$ cat config.mk
export PLATFORM = sky130hd
export DESIGN_NAME = ptm_cell
export DESIGN_NICKNAME = d
export VERILOG_FILES = /design/src/rtl/ptm_pkg.sv /design/src/rtl/ptm_cell.sv
export SDC_FILE = /design/constraint.sdc
export NUM_CORES = 1
export LEC_CHECK = 0
export BUFFER_PORTS_ARGS = -buffer_cell sky130_fd_sc_hd__buf_2
export CAP_MARGIN = 20
export CORE_MARGIN = 2
export CORE_UTILIZATION = 25
export DETAILED_ROUTE_END_ITERATION = 16
export PLACE_DENSITY = 0.44
export SKIP_LAST_GASP = 1
export SYNTH_ARGS = -nofsm -noshare
export SYNTH_HDL_FRONTEND = slang
export SYNTH_SLANG_ARGS = --single-unit
export TNS_END_PERCENT = 1
$ cat constraint.sdc
create_clock -name clk_i -period 2.94 [get_ports clk_i]
set_input_delay 0.441 -clock clk_i [delete_from_list [all_inputs] [get_ports clk_i]]
set_output_delay 0.441 -clock clk_i [all_outputs]
set_load 0.005 [all_outputs]
$ cat src/rtl/ptm_pkg.sv
package ptm_pkg;

  localparam int unsigned TableEntriesDef = 16;
  localparam int unsigned ValueBitsDef    = 32;

  localparam int unsigned PctBits   = 7;
  localparam int unsigned AlphaBits = 8;
  localparam int unsigned ProdBits  = 15;

  localparam logic [PctBits-1:0] PctFull = 7'd100;

  // x / 100 == (x * 5243) >> 19 for every x up to 255 * 100
  localparam int unsigned     RecipBits  = 13;
  localparam logic [12:0]     Recip      = 13'd5243;
  localparam int unsigned     RecipShift = 19;
  localparam int unsigned     MulBits    = ProdBits + RecipBits;

  typedef enum logic [2:0] {
    MODE_QRY_VAL   = 3'd0,
    MODE_QRY_COL   = 3'd1,
    MODE_APP_RANGE = 3'd2,
    MODE_APP_COL   = 3'd3,
    MODE_CLR_RANGE = 3'd4,
    MODE_CLR_COL   = 3'd5
  } mode_e;

  typedef struct packed {
    logic                 valid;
    mode_e                mode;
    logic [PctBits-1:0]   entry_pct;
    logic [AlphaBits-1:0] global_alpha;
    logic                 invalid;
    logic                 found;
    logic [PctBits-1:0]   hit_pct;
    logic                 rejected;
  } tok_t;

endpackage

$ cat src/rtl/ptm_cell.sv
module ptm_cell import ptm_pkg::*; #(
  parameter int unsigned INDEX      = 0,
  parameter int unsigned VALUE_BITS = ValueBitsDef,
  parameter int unsigned CNT_BITS   = 5
) (
  input  logic                         clk_i,
  input  logic                         rst_ni,
  input  logic                         adv_i,
  input  tok_t                         ctl_i,
  input  logic [CNT_BITS-1:0]          cnt_i,
  input  logic signed [VALUE_BITS-1:0] a_i,
  input  logic signed [VALUE_BITS-1:0] b_i,
  input  logic signed [VALUE_BITS-1:0] c_i,
  output tok_t                         ctl_o,
  output logic [CNT_BITS-1:0]          cnt_o,
  output logic signed [VALUE_BITS-1:0] a_o,
  output logic signed [VALUE_BITS-1:0] b_o,
  output logic signed [VALUE_BITS-1:0] c_o
);

  localparam logic [CNT_BITS-1:0] Idx = CNT_BITS'(INDEX);

  // stored entries of this cell
  logic signed [VALUE_BITS-1:0] rng_lo_q, rng_hi_q;
  logic [PctBits-1:0]           rng_pct_q;
  logic signed [VALUE_BITS-1:0] col_r_q, col_g_q, col_b_q;
  logic [PctBits-1:0]           col_pct_q;

  tok_t                         ctl_d, ctl_q;
  logic [CNT_BITS-1:0]          cnt_q;
  logic signed [VALUE_BITS-1:0] a_q, b_q, c_q;
  logic                         live, wr_here;

  assign live    = ctl_i.valid && !ctl_i.found && (Idx < cnt_i);
  assign wr_here = adv_i && ctl_i.valid && (cnt_i == Idx);

  always_comb begin
    ctl_d = ctl_i;
    if (live) begin
      case (ctl_i.mode)
        MODE_QRY_VAL: begin
          if ((a_i >= rng_lo_q) && (a_i <= rng_hi_q)) begin
            ctl_d.found   = 1'b1;
            ctl_d.hit_pct = rng_pct_q;
          end
        end
        MODE_QRY_COL: begin
          if ((a_i == col_r_q) && (b_i == col_g_q) && (c_i == col_b_q)) begin
            ctl_d.found   = 1'b1;
            ctl_d.hit_pct = col_pct_q;
          end
        end
        default: ;
      endcase
    end
  end

  always_ff @(posedge clk_i) begin
    if (wr_here && (ctl_i.mode == MODE_APP_RANGE)) begin
      rng_lo_q  <= a_i;
      rng_hi_q  <= b_i;
      rng_pct_q <= ctl_i.entry_pct;
    end
    if (wr_here && (ctl_i.mode == MODE_APP_COL)) begin
      col_r_q   <= a_i;
      col_g_q   <= b_i;
      col_b_q   <= c_i;
      col_pct_q <= ctl_i.entry_pct;
    end
  end

  always_ff @(posedge clk_i or negedge rst_ni) begin
    if (!rst_ni) begin
      ctl_q <= '0;
    end else if (adv_i) begin
      ctl_q <= ctl_d;
    end
  end

  always_ff @(posedge clk_i) begin
    if (adv_i) begin
      cnt_q <= cnt_i;
      a_q   <= a_i;
      b_q   <= b_i;
      c_q   <= c_i;
    end
  end

  assign ctl_o = ctl_q;
  assign cnt_o = cnt_q;
  assign a_o   = a_q;
  assign b_o   = b_q;
  assign c_o   = c_q;

endmodule

==> qor.tcl <==
set qor(clock_skew_ns) 0.0169
set qor(clk_pin_slew_ns) 0.06
set qor(crit_path_start_kind) {flop}
set qor(area_growth_pct) 28.1
set qor(fp.dieArea_um2) 51500
set qor(detailroute.via_count) 7292
set qor(outcome) {complete, no violations}
set qor(grt_first_pass_wirelength_um) 46300
set qor(power_leakage_nw) 6.14
set qor(row_count) 81
set qor(final_area_um2) 15900
set qor(tritoncts_buffer_count) 37
set qor(holdWs_ns) 0.0887
set qor(critical_path_class) {reg2reg}
set qor(gr-total-overflow) 0
set qor(synthAdderAreaFrac) 0.0644
set qor(cts_root_buffer) {clkbuf_16}
set qor(timing.critical_path.arrival_ns) 3.19
set qor(timing.critical_path.to_type) {flop}
set qor(pre_cts_ws_ns) 0.0629
set qor(holdCritPathClass) {in2reg}
set qor(post-route-period-util) 0.928
set qor(gpl.final_weighted_congestion) 0.740
set qor(synth_compound_area_frac) 0.0507
set qor(remaining_drc_errors) 0
set qor(switching_power_mw) 2.25
set qor(cts_sinks) 304
set qor(placedInstanceArea_um2) 14800
set qor(placedCellCount) 1700
set qor(final_antenna_net_count) 0
set qor(post-route-worst-setup-slack_ns) 0.210
set qor(final-setup-viol-count) 0
set qor(dpl.hpwl_um) 23100
set qor(ios) 263
set qor(synth.net_count) 957
set qor(synth_ff_type) {edfxtp_1}
set qor(power.sequential.fraction) 0.494
set qor(die-height_um) 227
set qor(combPwrFrac) 0.072
set qor(fmax_ghz) 0.366
set qor(initial_antenna_violation_count) 3
set qor(final_net_count) 1273
set qor(p_sw_frac) 0.225
set qor(synth_xor_xnor_area_share) 0.0677
set qor(ys_seq_elements) 304
set qor(drt_pre_antenna_iters) 5
set qor(mean_syn_cell_area_um2) 16.4
set qor(post_synth_inst_count) 760
set qor(max-slew-margin-rel) 0.425
set qor(synth-edff-count) 275
set qor(floorplan.initialDensity) 0.253
set qor(crit_fanout) 15
set qor(max_cap_violations) 0
set qor(die_w_um) 227
set qor(power_per_cell_area_nw_per_um2) 628
set qor(standard_cell_core_area_um2) 49100
set qor(internal_power_mw) 7.75
set qor(finalWirelength_um) 31900
set qor(detail_route.wl_per_cell_um) 18.1
set qor(final_cells) 1766
set qor(post_cts_repair_setup_buffers) 0
set qor(numPortBuffers) 262
set qor(avgViaCountPerCell) 4.13
set qor(fraction_of_synthesized_area_in_multiplexers) 0.0225
set qor(number_of_global_route_vias_before_repair) 7249
set qor(rsz0062_at_grt) {yes}
set qor(clock_tree_from_tritoncts) {done}
set qor(mostFrequentLayoutCell) {edfxtp_1}
set qor(synth_top_cell_area_share) 0.664
set qor(synth.lib_cells_used.distinct) 45
set qor(layout-drive-gt1-share) 0.333
set qor(synth_top_family_by_area) {XOR/XNOR gates}
set qor(drt_iter0_drc) 428
set qor(final_cell_mix) {edfxtp_1 (275), buf_2 (261), xnor2_1 (96)}
set qor(grtUsageTotal) 0.123
set qor(worstMarginPinSlew_ns) 0.863
set qor(pwr-share-clk) 0.435
set qor(cts-htree-levels) 2
set qor(slew_viol_final) 0
set qor(largest_net_degree_at_the_start_of_global_routing) 71
set qor(timing.final.crit_period_ns) 2.73
set qor(syn-cell-area_um2) 12400
set qor(ir_drop_v) 0.000378
set qor(filler_cell_count) 4922
set qor(clockBufferDepth) 3
set qor(post_synth_simple_gate_area) 0.0456
set qor(seq_area_frac_synth) 0.723
set qor(synth.top_cells.by_area) {edfxtp_1 (66%), xnor2_1 (6.8%), ha_1 (6.4%), dfrtp_1 (5.8%), inv_1 (2.2%)}
set qor(synthesis.yosys.warnings) 0
set qor(synthDominantAreaCellType) {edfxtp_1}
set qor(insertion_delay_ns) 0.54
set qor(postSynth.asyncResetShare) 0.0954
set qor(worstPathRequired_ns) 3.40
set qor(hold_viol) 0
-- path summary, 6_finish.rpt --
| kind | from | endpoint | slack [ns] | cells past startpoint |
|---|---|---|---|---|
| worst max-delay path | rng_hi_q[11] | ctl_o[6] | 0.21 | 11 |
| worst min-delay path | cnt_i[4] | cnt_o[4] | 0.09 | 1 |
| worst max register to register | rng_hi_q[11] | ctl_o[6] | 0.21 | 11 |
| worst min register to register | ctl_o[9] | ctl_o[9] | 0.50 | 1 |
| max in group asynchronous | rst_ni | ctl_o[27] | 1.99 | 2 |
| min in group asynchronous | rst_ni | ctl_o[17] | 0.50 | 2 |
-- cells by family after synthesis --
group / count (synthesis)
buf+inv: 79
mux: 24
flops: 304
compound gates: 94
simple gates: 99
fa+ha+maj: 64
xor+xnor: 96
-- state kept, by name, indices dropped and copies added, names as in the netlist --
register	cells
cnt_o	5
col_pct_q	7
b_o	32
col_r_q	32
c_o	32
rng_pct_q	7
ctl_o	29
col_b_q	32
rng_lo_q	32
a_o	32
col_g_q	32
rng_hi_q	32
-- power by group through the flow --
| stage | Sequential (mW) | Combinational (mW) | Clock [mW] |
|---|---|---|---|
| after floorplan | 5.05 | 0.231 | 0 |
| after global placement | 5.02 | 0.737 | 0 |
| after detailed placement | 5.02 | 0.739 | 0 |
| after CTS | 4.94 | 0.742 | 4.53 |
| after global routing | 4.95 | 0.803 | 4.67 |
| final | 4.94 | 0.717 | 4.35 |
-- repair_timing --
item | in CTS | in global routing
setup endpoints to repair | 0 | 1
gates resized for setup | 0 | 1
hold endpoints to repair | 29 | 0
hold buffers | 1 | 0
-- synthesized netlist by cell type (6+ instances only) --
master,instances
a21o_1,13
a21oi_1,21
a221oi_1,6
a31o_1,6
a31oi_1,8
dfrtp_1,29
edfxtp_1,275
ha_1,64
inv_1,72
mux2_2,21
nand2_1,11
nand3_1,12
nand4_1,38
nor2_1,12
nor4_1,7
o21ai_0,10
o22ai_1,12
xnor2_1,96
-- final cells by class --
class                      count  area (um2)  area share
multi-input combinational    377        3140       0.197
tap                          664         831      0.0522
antenna                        1        2.50    0.000157
sequential                   304        8980       0.564
clock inverter                17         113     0.00707
clock buffer                  47        1030      0.0644
timing repair buffer         284        1560      0.0980
inverter                      72         270      0.0170
-- layer usage --
layer | part of all wire | up-vias | GRT usage
met5 | 0.00034 | - | 0
met2 | 0.46 | 182 | 0.192
met3 | 0.052 | 50 | 0.0302
met4 | 0.028 | 2 | 0.0428
li1 | - | 3513 | -
met1 | 0.46 | 3545 | 0.168
-- worst max-delay path, cell delays in order, from the launching register on --
cell,delay (ns)
edfxtp_1,0.49
inv_1,0.08
ha_1,0.31
nand4_1,0.17
nor3_1,0.41
a21boi_1,0.25
o41ai_2,0.09
o211ai_2,0.11
mux2i_4,0.28
buf_12,0.17
a31oi_1,0.09
o22ai_1,0.19
-- metrics by stage --
stage / util / setup TNS [ns] / total power [mW]
global route: 0.325 / -0.0124 / 10.4
CTS: 0.324 / 0 / 10.2
detailed placement: 0.301 / 0 / 5.76
global placement: 0.301 / 0 / 5.76
finish: 0.325 / 0 / 10.0
floorplan: - / -33.74 / 5.28
Power figures use the tool's default switching activity.
