==> src/rtl/ptm_pkg.sv <==
package ptm_pkg;

  localparam int unsigned TableEntriesDef = 16;
  localparam int unsigned ValueBitsDef    = 32;

  localparam int unsigned PctBits   = 7;
  localparam int unsigned AlphaBits = 8;
  localparam int unsigned ProdBits  = 15;

  localparam logic [PctBits-1:0] PctFull = 7'd100;

  // x / 100 == (x * 5243) >> 19 for every x up to 255 * 100
  localparam int unsigned     RecipBits  = 13;
  localparam logic [12:0]     Recip      = 13'd5243;
  localparam int unsigned     RecipShift = 19;
  localparam int unsigned     MulBits    = ProdBits + RecipBits;

  typedef enum logic [2:0] {
    MODE_QRY_VAL   = 3'd0,
    MODE_QRY_COL   = 3'd1,
    MODE_APP_RANGE = 3'd2,
    MODE_APP_COL   = 3'd3,
    MODE_CLR_RANGE = 3'd4,
    MODE_CLR_COL   = 3'd5
  } mode_e;

  typedef struct packed {
    logic                 valid;
    mode_e                mode;
    logic [PctBits-1:0]   entry_pct;
    logic [AlphaBits-1:0] global_alpha;
    logic                 invalid;
    logic                 found;
    logic [PctBits-1:0]   hit_pct;
    logic                 rejected;
  } tok_t;

endpackage

==> src/rtl/ptm_scale.sv <==
module ptm_scale import ptm_pkg::*; (
  input  logic                 clk_i,
  input  logic                 rst_ni,
  input  logic                 adv_i,
  input  tok_t                 ctl_i,
  output logic                 valid_o,
  output logic [AlphaBits-1:0] alpha_o,
  output logic                 matched_o,
  output logic                 rejected_o
);

  logic                 s1_valid_q, s1_matched_q, s1_rejected_q;
  logic [ProdBits-1:0]  prod_d, prod_q;
  logic                 matched_d, rejected_d;
  logic [MulBits-1:0]   mul;
  logic                 out_valid_q, out_matched_q, out_rejected_q;
  logic [AlphaBits-1:0] out_alpha_q;

  always_comb begin
    prod_d     = '0;
    matched_d  = 1'b0;
    rejected_d = 1'b0;
    case (ctl_i.mode) inside
      MODE_QRY_VAL, MODE_QRY_COL: begin
        if (!ctl_i.invalid) begin
          if (!ctl_i.found) begin
            prod_d = ProdBits'(ctl_i.global_alpha) * ProdBits'(PctFull);
          end else begin
            matched_d = 1'b1;
            if (ctl_i.hit_pct <= PctFull) begin
              prod_d = ProdBits'(ctl_i.global_alpha) * ProdBits'(PctFull - ctl_i.hit_pct);
            end
          end
        end
      end
      MODE_APP_RANGE, MODE_APP_COL: rejected_d = ctl_i.rejected;
      default: ;
    endcase
  end

  assign mul = MulBits'(prod_q) * MulBits'(Recip);

  always_ff @(posedge clk_i or negedge rst_ni) begin
    if (!rst_ni) begin
      s1_valid_q  <= 1'b0;
      out_valid_q <= 1'b0;
    end else if (adv_i) begin
      s1_valid_q  <= ctl_i.valid;
      out_valid_q <= s1_valid_q;
    end
  end

  always_ff @(posedge clk_i) begin
    if (adv_i) begin
      prod_q         <= prod_d;
      s1_matched_q   <= matched_d;
      s1_rejected_q  <= rejected_d;
      out_alpha_q    <= mul[RecipShift +: AlphaBits];
      out_matched_q  <= s1_matched_q;
      out_rejected_q <= s1_rejected_q;
    end
  end

  assign valid_o    = out_valid_q;
  assign alpha_o    = out_alpha_q;
  assign matched_o  = out_matched_q;
  assign rejected_o = out_rejected_q;

endmodule
==> config.mk <==
export PLATFORM = sky130hd
export DESIGN_NAME = ptm_scale
export DESIGN_NICKNAME = d
export VERILOG_FILES = /design/src/rtl/ptm_pkg.sv /design/src/rtl/ptm_scale.sv
export SDC_FILE = /design/constraint.sdc
export NUM_CORES = 1
export LEC_CHECK = 0
export BUFFER_PORTS_ARGS = -buffer_cell sky130_fd_sc_hd__buf_2
export CAP_MARGIN = 10
export CORE_MARGIN = 4
export CORE_UTILIZATION = 60
export CTS_BUF_LIST = sky130_fd_sc_hd__clkbuf_8
export CTS_CLUSTER_DIAMETER = 50
export DETAILED_ROUTE_END_ITERATION = 8
export GPL_TIMING_DRIVEN = 0
export MAX_ROUTING_LAYER = met4
export PLACE_DENSITY = 0.79
export SETUP_SLACK_MARGIN = 0.2
export SKIP_LAST_GASP = 1
export SYNTH_ARGS = -nofsm -noshare
export SYNTH_HDL_FRONTEND = slang
export SYNTH_SLANG_ARGS = --single-unit
==> constraint.sdc <==
create_clock -name clk_i -period 14.11 [get_ports clk_i]
set_input_delay 1.411 -clock clk_i [delete_from_list [all_inputs] [get_ports clk_i]]
set_output_delay 1.411 -clock clk_i [all_outputs]
set_load 0.005 [all_outputs]
==> results of run 1 <==
==> sequential cells by signal, summed over array words and instances, names as in the netlist <==
name,cells
prod_q,15
alpha_o,8
matched_o,1
rejected_o,1
s1_matched_q,1
s1_rejected_q,1
s1_valid_q,1
valid_o,1
==> per-layer routing <==
metal | global-route usage | share of wire | vias to the layer above
met3 | 0.0285 | 0.042 | 20
li1 | - | - | 2477
met4 | 0.0485 | 0.016 | 0
met5 | - | 0 | -
met1 | 0.289 | 0.43 | 2584
met2 | 0.390 | 0.52 | 104
==> cell type report <==
type                       count  area, sq um
multi-input combinational    517         5800
fill                         961         4190
sequential                    29          861
inverter                     193          724
tap                          147          184
timing repair buffer          34          170
clock buffer                   5         68.8
clock inverter                 3         17.5
==> cells by family (layout without fill, tap and decap cells) <==
family | after synthesis | in the layout | share of synthesized area
xor gates and xnor gates | 34 | 34 | 0.0403
buffers and inverters | 193 | 235 | 0.0981
DFF | 29 | 29 | 0.117
adders and majority gates | 271 | 271 | 0.569
and+or+nand+nor | 120 | 120 | 0.0885
muxes | 3 | 3 | 0.00441
AOI/OAI and AO/OA | 89 | 89 | 0.0830
==> metrics by stage <==
stage          instance area, sq um  instances  worst slack [ns]  hold WS (ns)
3_5_place_dp                   7740        920              7.23         0.413
3_3_place_gp                   7740        920              7.36         0.402
6_report                       7820        928              7.47         0.427
2_1_floorplan                  7380        739              8.05         0.400
4_1_cts                        7820        928              7.51         0.428
5_1_grt                        7820        928              7.18         0.433
==> path summary, 6_finish.rpt <==
kind	end	start
worst min register to register	matched_o$_DFFE_PP_	s1_matched_q$_SDFFCE_PP0P_
worst min-delay path	matched_o$_DFFE_PP_	s1_matched_q$_SDFFCE_PP0P_
max in group asynchronous	s1_valid_q$_DFFE_PN0P_	rst_ni
worst max register to register	alpha_o[5]$_DFFE_PP_	prod_q[7]$_SDFFCE_PP0P_
worst max-delay path	prod_q[13]$_SDFFCE_PP0P_	ctl_i[1]
min in group asynchronous	s1_valid_q$_DFFE_PN0P_	rst_ni
==> cells in the final DEF, fill, tap and decap left out, types with 7 or more instances in the layout <==
| cell | netlist | routed |
|---|---|---|
| a21o_1 | 11 | 11 |
| a21oi_1 | 20 | 20 |
| and2_1 | 36 | 36 |
| buf_2 | 0 | 34 |
| edfxtp_1 | 27 | 27 |
| fa_1 | 108 | 108 |
| ha_1 | 163 | 163 |
| inv_1 | 193 | 193 |
| nand2_1 | 14 | 14 |
| nand3_1 | 7 | 7 |
| nor2_1 | 22 | 22 |
| nor2b_1 | 13 | 13 |
| nor3_1 | 9 | 9 |
| o21ai_0 | 14 | 14 |
| o21bai_1 | 10 | 10 |
| o22ai_1 | 8 | 8 |
| xnor2_1 | 19 | 19 |
| xor2_1 | 15 | 15 |
==> critical path: stages <==
cell	delay, ns
buf_2	0.15
inv_1	0.12
ha_1	0.19
nor2b_1	0.07
o31ai_1	0.28
xor2_1	0.51
nand2_1	0.17
fa_1	0.51
fa_1	0.55
inv_1	0.06
fa_1	0.53
inv_1	0.06
fa_1	0.53
inv_1	0.04
ha_1	0.35
a211oi_1	0.42
o21ai_0	0.19
a31oi_1	0.23
xor2_1	0.20
o22ai_1	0.10
==> impl_metrics.csv, run 1 <==
group,metric,value,unit
timing,min_period,6.64,ns
grt,gr-total-overflow,0,
clock_tree,cts-root-buf,"clkbuf_8",
final_layout,n_antenna_cell,0,
clock_tree,clkTransAtPathRegs,0.07,ns
grt,grt_max_degree,30,
grt,gr-usage-all-layers,0.226,
routing,first_pass_iters,5,
logic_synthesis,yosys-top-cells-area,"fa_1 (29%), ha_1 (28%), edfxtp_1 (11%)",
grt,grt_pass1_wl,25400,um
outcome,outcome,"finished clean",
routing,vias_per_cell,5.59,
logic_synthesis,synth_area,7380,sq um
setup_path,path_class,"input pin to register",
grt,first_global_vias,5540,
clock_tree,clock-sinks,29,
routing,final_antenna_net_count,0,
routing,drc,0,
setup_path,cp-start-kind,"input pin",
floorplan,initial_core_util,0.615,
setup_path,ff2ff_setup_slack,8.95,ns
logic_synthesis,post-synth-top-count-cell,"inv_1",
place,gp_congestion,0.896,
timing,rsz0062_at_grt,"no",
clock_tree,clk_latency,0.30,ns
clock_tree,htreeDepth,2,
clock_tree,cts_buffers,5,
floorplan,dieArea,14100,sq um
logic_synthesis,yosysUniqueCellTypes,46,
clock_tree,cts_setup_buffers,0,
floorplan,core.rowCount,40,
floorplan,die_w,119,um
grt,antenna_found_initial,0,
setup_path,cp-end-kind,"register",
timing,skew,0.0137,ns
setup_path,crit_arrival,6.67,ns
logic_synthesis,avgSynthCellArea,9.99,sq um
final_layout,post-route-util,0.651,
logic_synthesis,syn_inst,739,
logic_synthesis,ys_ff_latch,29,
logic_synthesis,yosys.area.top_type,"fa_1",
logic_synthesis,synth_edf_count,27,
place,port_buffers,34,
timing,max_freq,0.151,GHz
timing,setup_violations,0,
routing,routed_wl,14800,um
clock_tree,postCtsHoldBufs,0,
run,drv_cap,0,
timing,tightestPinTransition,1.02,ns
logic_synthesis,synth-async-reset-ratio,0.0690,
timing,hold_violations,0,
logic_synthesis,ys.flop_type,"edfxtp_1",
timing,fin_crit_sh,0.471,
logic_synthesis,synth_top_area_frac,0.293,
timing,finalSetupTns,0,ns
logic_synthesis,yosysSeqAreaShare,0.117,
clock_tree,cts_resized,0,
final_layout,fin_nets,1083,
logic_synthesis,ys_warn_count,0,
hold_path,hold_depth,0,
final_layout,area_growth,5.97,%
floorplan,num_io_pins,43,
clock_tree,clockBufferDepth,2,
routing,vias,5185,
floorplan,fp.dieH,119,um
clock_tree,cts_tree,"done",
final_layout,drive_above_1_share,0.0615,
timing,slew_viol_final,0,
logic_synthesis,syn_nets,1042,
hold_path,min_path_type,"register to register",
setup_path,r2r_cells,17,
logic_synthesis,yosys-top-cells-count,"inv_1 (193), ha_1 (163), fa_1 (108)",
routing,drtIter0Drc,213,
timing,slew_headroom,0.316,
routing,wire_per_inst,15.9,um
floorplan,core-area,12000,sq um
setup_path,worstPathRequired,14.14,ns
setup_path,cp_max_fo,8,
place,hpwl,12600,um
Power of run 1 is left out: the tool's default activity adds up to more than one toggle a clock period on the data nets, which glitch-free logic cannot reach.
==> run 2: changes to the inputs <==
- CORE_UTILIZATION: 60 -> 59
- PLACE_DENSITY: 0.79 -> 0.81
- clock period: 14.11 -> 5.69 ns (I/O delays scaled with it)
==> run 2 against run 1 <==
Effect of this change:
- non-clock buffer count up 3
- final area up 1.7%
- first-iteration DRC count up 27%
- critical path depth unchanged
- via count down 0.96%
- hold slack worse by 0.37 ns
- critical endpoint unchanged
==> impl_metrics.csv, run 2 (synthesis gave the netlist of run 1 again) <==
group,metric,value,unit
final_layout,final_area,7960,sq um
routing,wire_per_inst,15.3,um
floorplan,die_w,120,um
setup_path,cp.depth,20,
floorplan,core-area,12100,sq um
routing,final_antenna_net_count,0,
routing,vias_per_cell,5.39,
routing,drc,0,
grt,gr-usage-all-layers,0.219,
clock_tree,htreeDepth,2,
final_layout,n_antenna_cell,0,
grt,gr-total-overflow,0,
final_layout,largest_register,"prod_q",
timing,hold_ws,0.0561,ns
setup_path,cp-end-kind,"register",
setup_path,path_class,"input pin to register",
place,port_buffers,34,
grt,first_global_vias,5504,
clock_tree,clock-sinks,29,
setup_path,r2r_cells,17,
clock_tree,cts_tree,"done",
place,gp_congestion,0.916,
clock_tree,cts_buffers,5,
setup_path,crit_arrival,5.28,ns
final_layout,fin_nets,1086,
timing,skew,0.00774,ns
clock_tree,clkTransAtPathRegs,0.06,ns
final_layout,largest_reg_flops,15,
routing,drtIter0Drc,270,
clock_tree,postCtsHoldBufs,0,
final_layout,final_common_cell,"inv_1",
setup_path,worstPathRequired,5.71,ns
clock_tree,clk_latency,0.29,ns
routing,routed_wl,14500,um
floorplan,num_io_pins,43,
setup_path,cp_max_fo,8,
setup_path,slowest_stage,"fa_1",
hold_path,min_path_type,"input pin to async pin",
timing,max_freq,0.190,GHz
routing,vias,5135,
timing,hold_violations,0,
timing,slew_headroom,0.285,
setup_path,reg2reg_from,"prod_q[7]$_SDFFCE_PP0P_",
setup_path,path_buf_inv,5,
floorplan,fp.dieH,120,um
clock_tree,cts-root-buf,"clkbuf_8",
setup_path,slowest_delay,0.54,ns
timing,setup_violations,0,
setup_path,crit_path_cell_trace,"buf_2, inv_1, ha_2, nor2b_4, o31ai_4, xor2_2, nand2_1, fa_1, fa_1, inv_1, fa_1, inv_1, fa_1, inv_1, ha_2, a211oi_2, o21ai_1, a31oi_1, xor2_1, o22ai_1",
routing,first_pass_iters,5,
outcome,outcome,"finished clean",
timing,rsz0062_at_grt,"yes",
timing,tightestPinTransition,1.06,ns
timing,min_period,5.26,ns
setup_path,path_delay_family,"adder cells",
place,hpwl,12400,um
place,post-place-cells,941,
final_layout,drive_above_1_share,0.0765,
timing,fin_crit_sh,0.924,
setup_path,r2r-end,"alpha_o[5]$_DFFE_PP_",
grt,antenna_found_initial,0,
floorplan,dieArea,14400,sq um
final_layout,mostFrequentLayoutCells,"inv_1 (193), ha_1 (161), fa_1 (108), and2_1 (36), buf_2 (34)",
final_layout,final_cells,952,
setup_path,critical_path.endpoint,"prod_q[13]$_SDFFCE_PP0P_",
grt,grt_max_degree,30,
floorplan,core.rowCount,40,
place,place_area,7760,sq um
floorplan,initial_core_util,0.610,
clock_tree,clockBufferDepth,2,
final_layout,area_growth,7.76,%
setup_path,ff2ff_setup_slack,0.52,ns
grt,grt_pass1_wl,25200,um
setup_path,cp-start-kind,"input pin",
timing,slew_viol_final,0,
run,drv_cap,0,
setup_path,startpoint,"ctl_i[1]",
## run 2: cell types whose count changed in the layout (fill, tap and decap cells not counted), sizes merged
cell	delta
buf	+3
clkinv	+1
clkinvlp	-1
## run 2: timing repair
item,in CTS,in global routing
pin swaps,1,6
endpoints found under the setup margin,4,4
buffers inserted,1,2
hold endpoints to repair,0,0
resized for setup,6,12
## run 2: stage by stage
stage	setup TNS (ns)	utilization	worst slack (ns)
after detailed placement	-1.07	0.641	-0.303
after global routing	0	0.657	0.181
after floorplan	0	-	0.472
after global placement	-0.591	0.641	-0.198
final	0	0.657	0.433
after CTS	0	0.651	0.275
## run 2: cell type report
class	count	area, sq um
clock buffer	5	68.8
clock inverter	3	12.5
fill	922	4160
inverter	193	724
multi-input combinational	517	5890
sequential	29	861
tap	168	210
timing repair buffer	37	193
## run 2: routing by layer
layer	routed length, um	vias up	global-route usage
met5	0	-	-
met4	210	0	0.0444
met3	450	20	0.0236
met2	7430	98	0.369
met1	6450	2544	0.291
li1	-	2473	-
## run 2: worst reg2reg max path, delay by kind of cell, from the launching register on
kind	cells	cell delay (ns)
fa+ha+maj	6	2.48
flops	1	0.55
buf+inv	4	0.19
simple gates	3	0.40
compound gates	4	1.30
## run 2: worst min-delay path by stage
stage | from | end | slack [ns] | cells past startpoint
after floorplan | rst_ni | s1_valid_q$_DFFE_PN0P_ | 0.27 | 0
after global placement | rst_ni | s1_valid_q$_DFFE_PN0P_ | 0.35 | 1
after global routing | rst_ni | valid_o$_DFFE_PN0P_ | 0.04 | 1
final | rst_ni | valid_o$_DFFE_PN0P_ | 0.06 | 1
after CTS | rst_ni | s1_valid_q$_DFFE_PN0P_ | 0.05 | 1
after detailed placement | rst_ni | s1_valid_q$_DFFE_PN0P_ | 0.36 | 1
Power of run 2 is left out for the same reason.
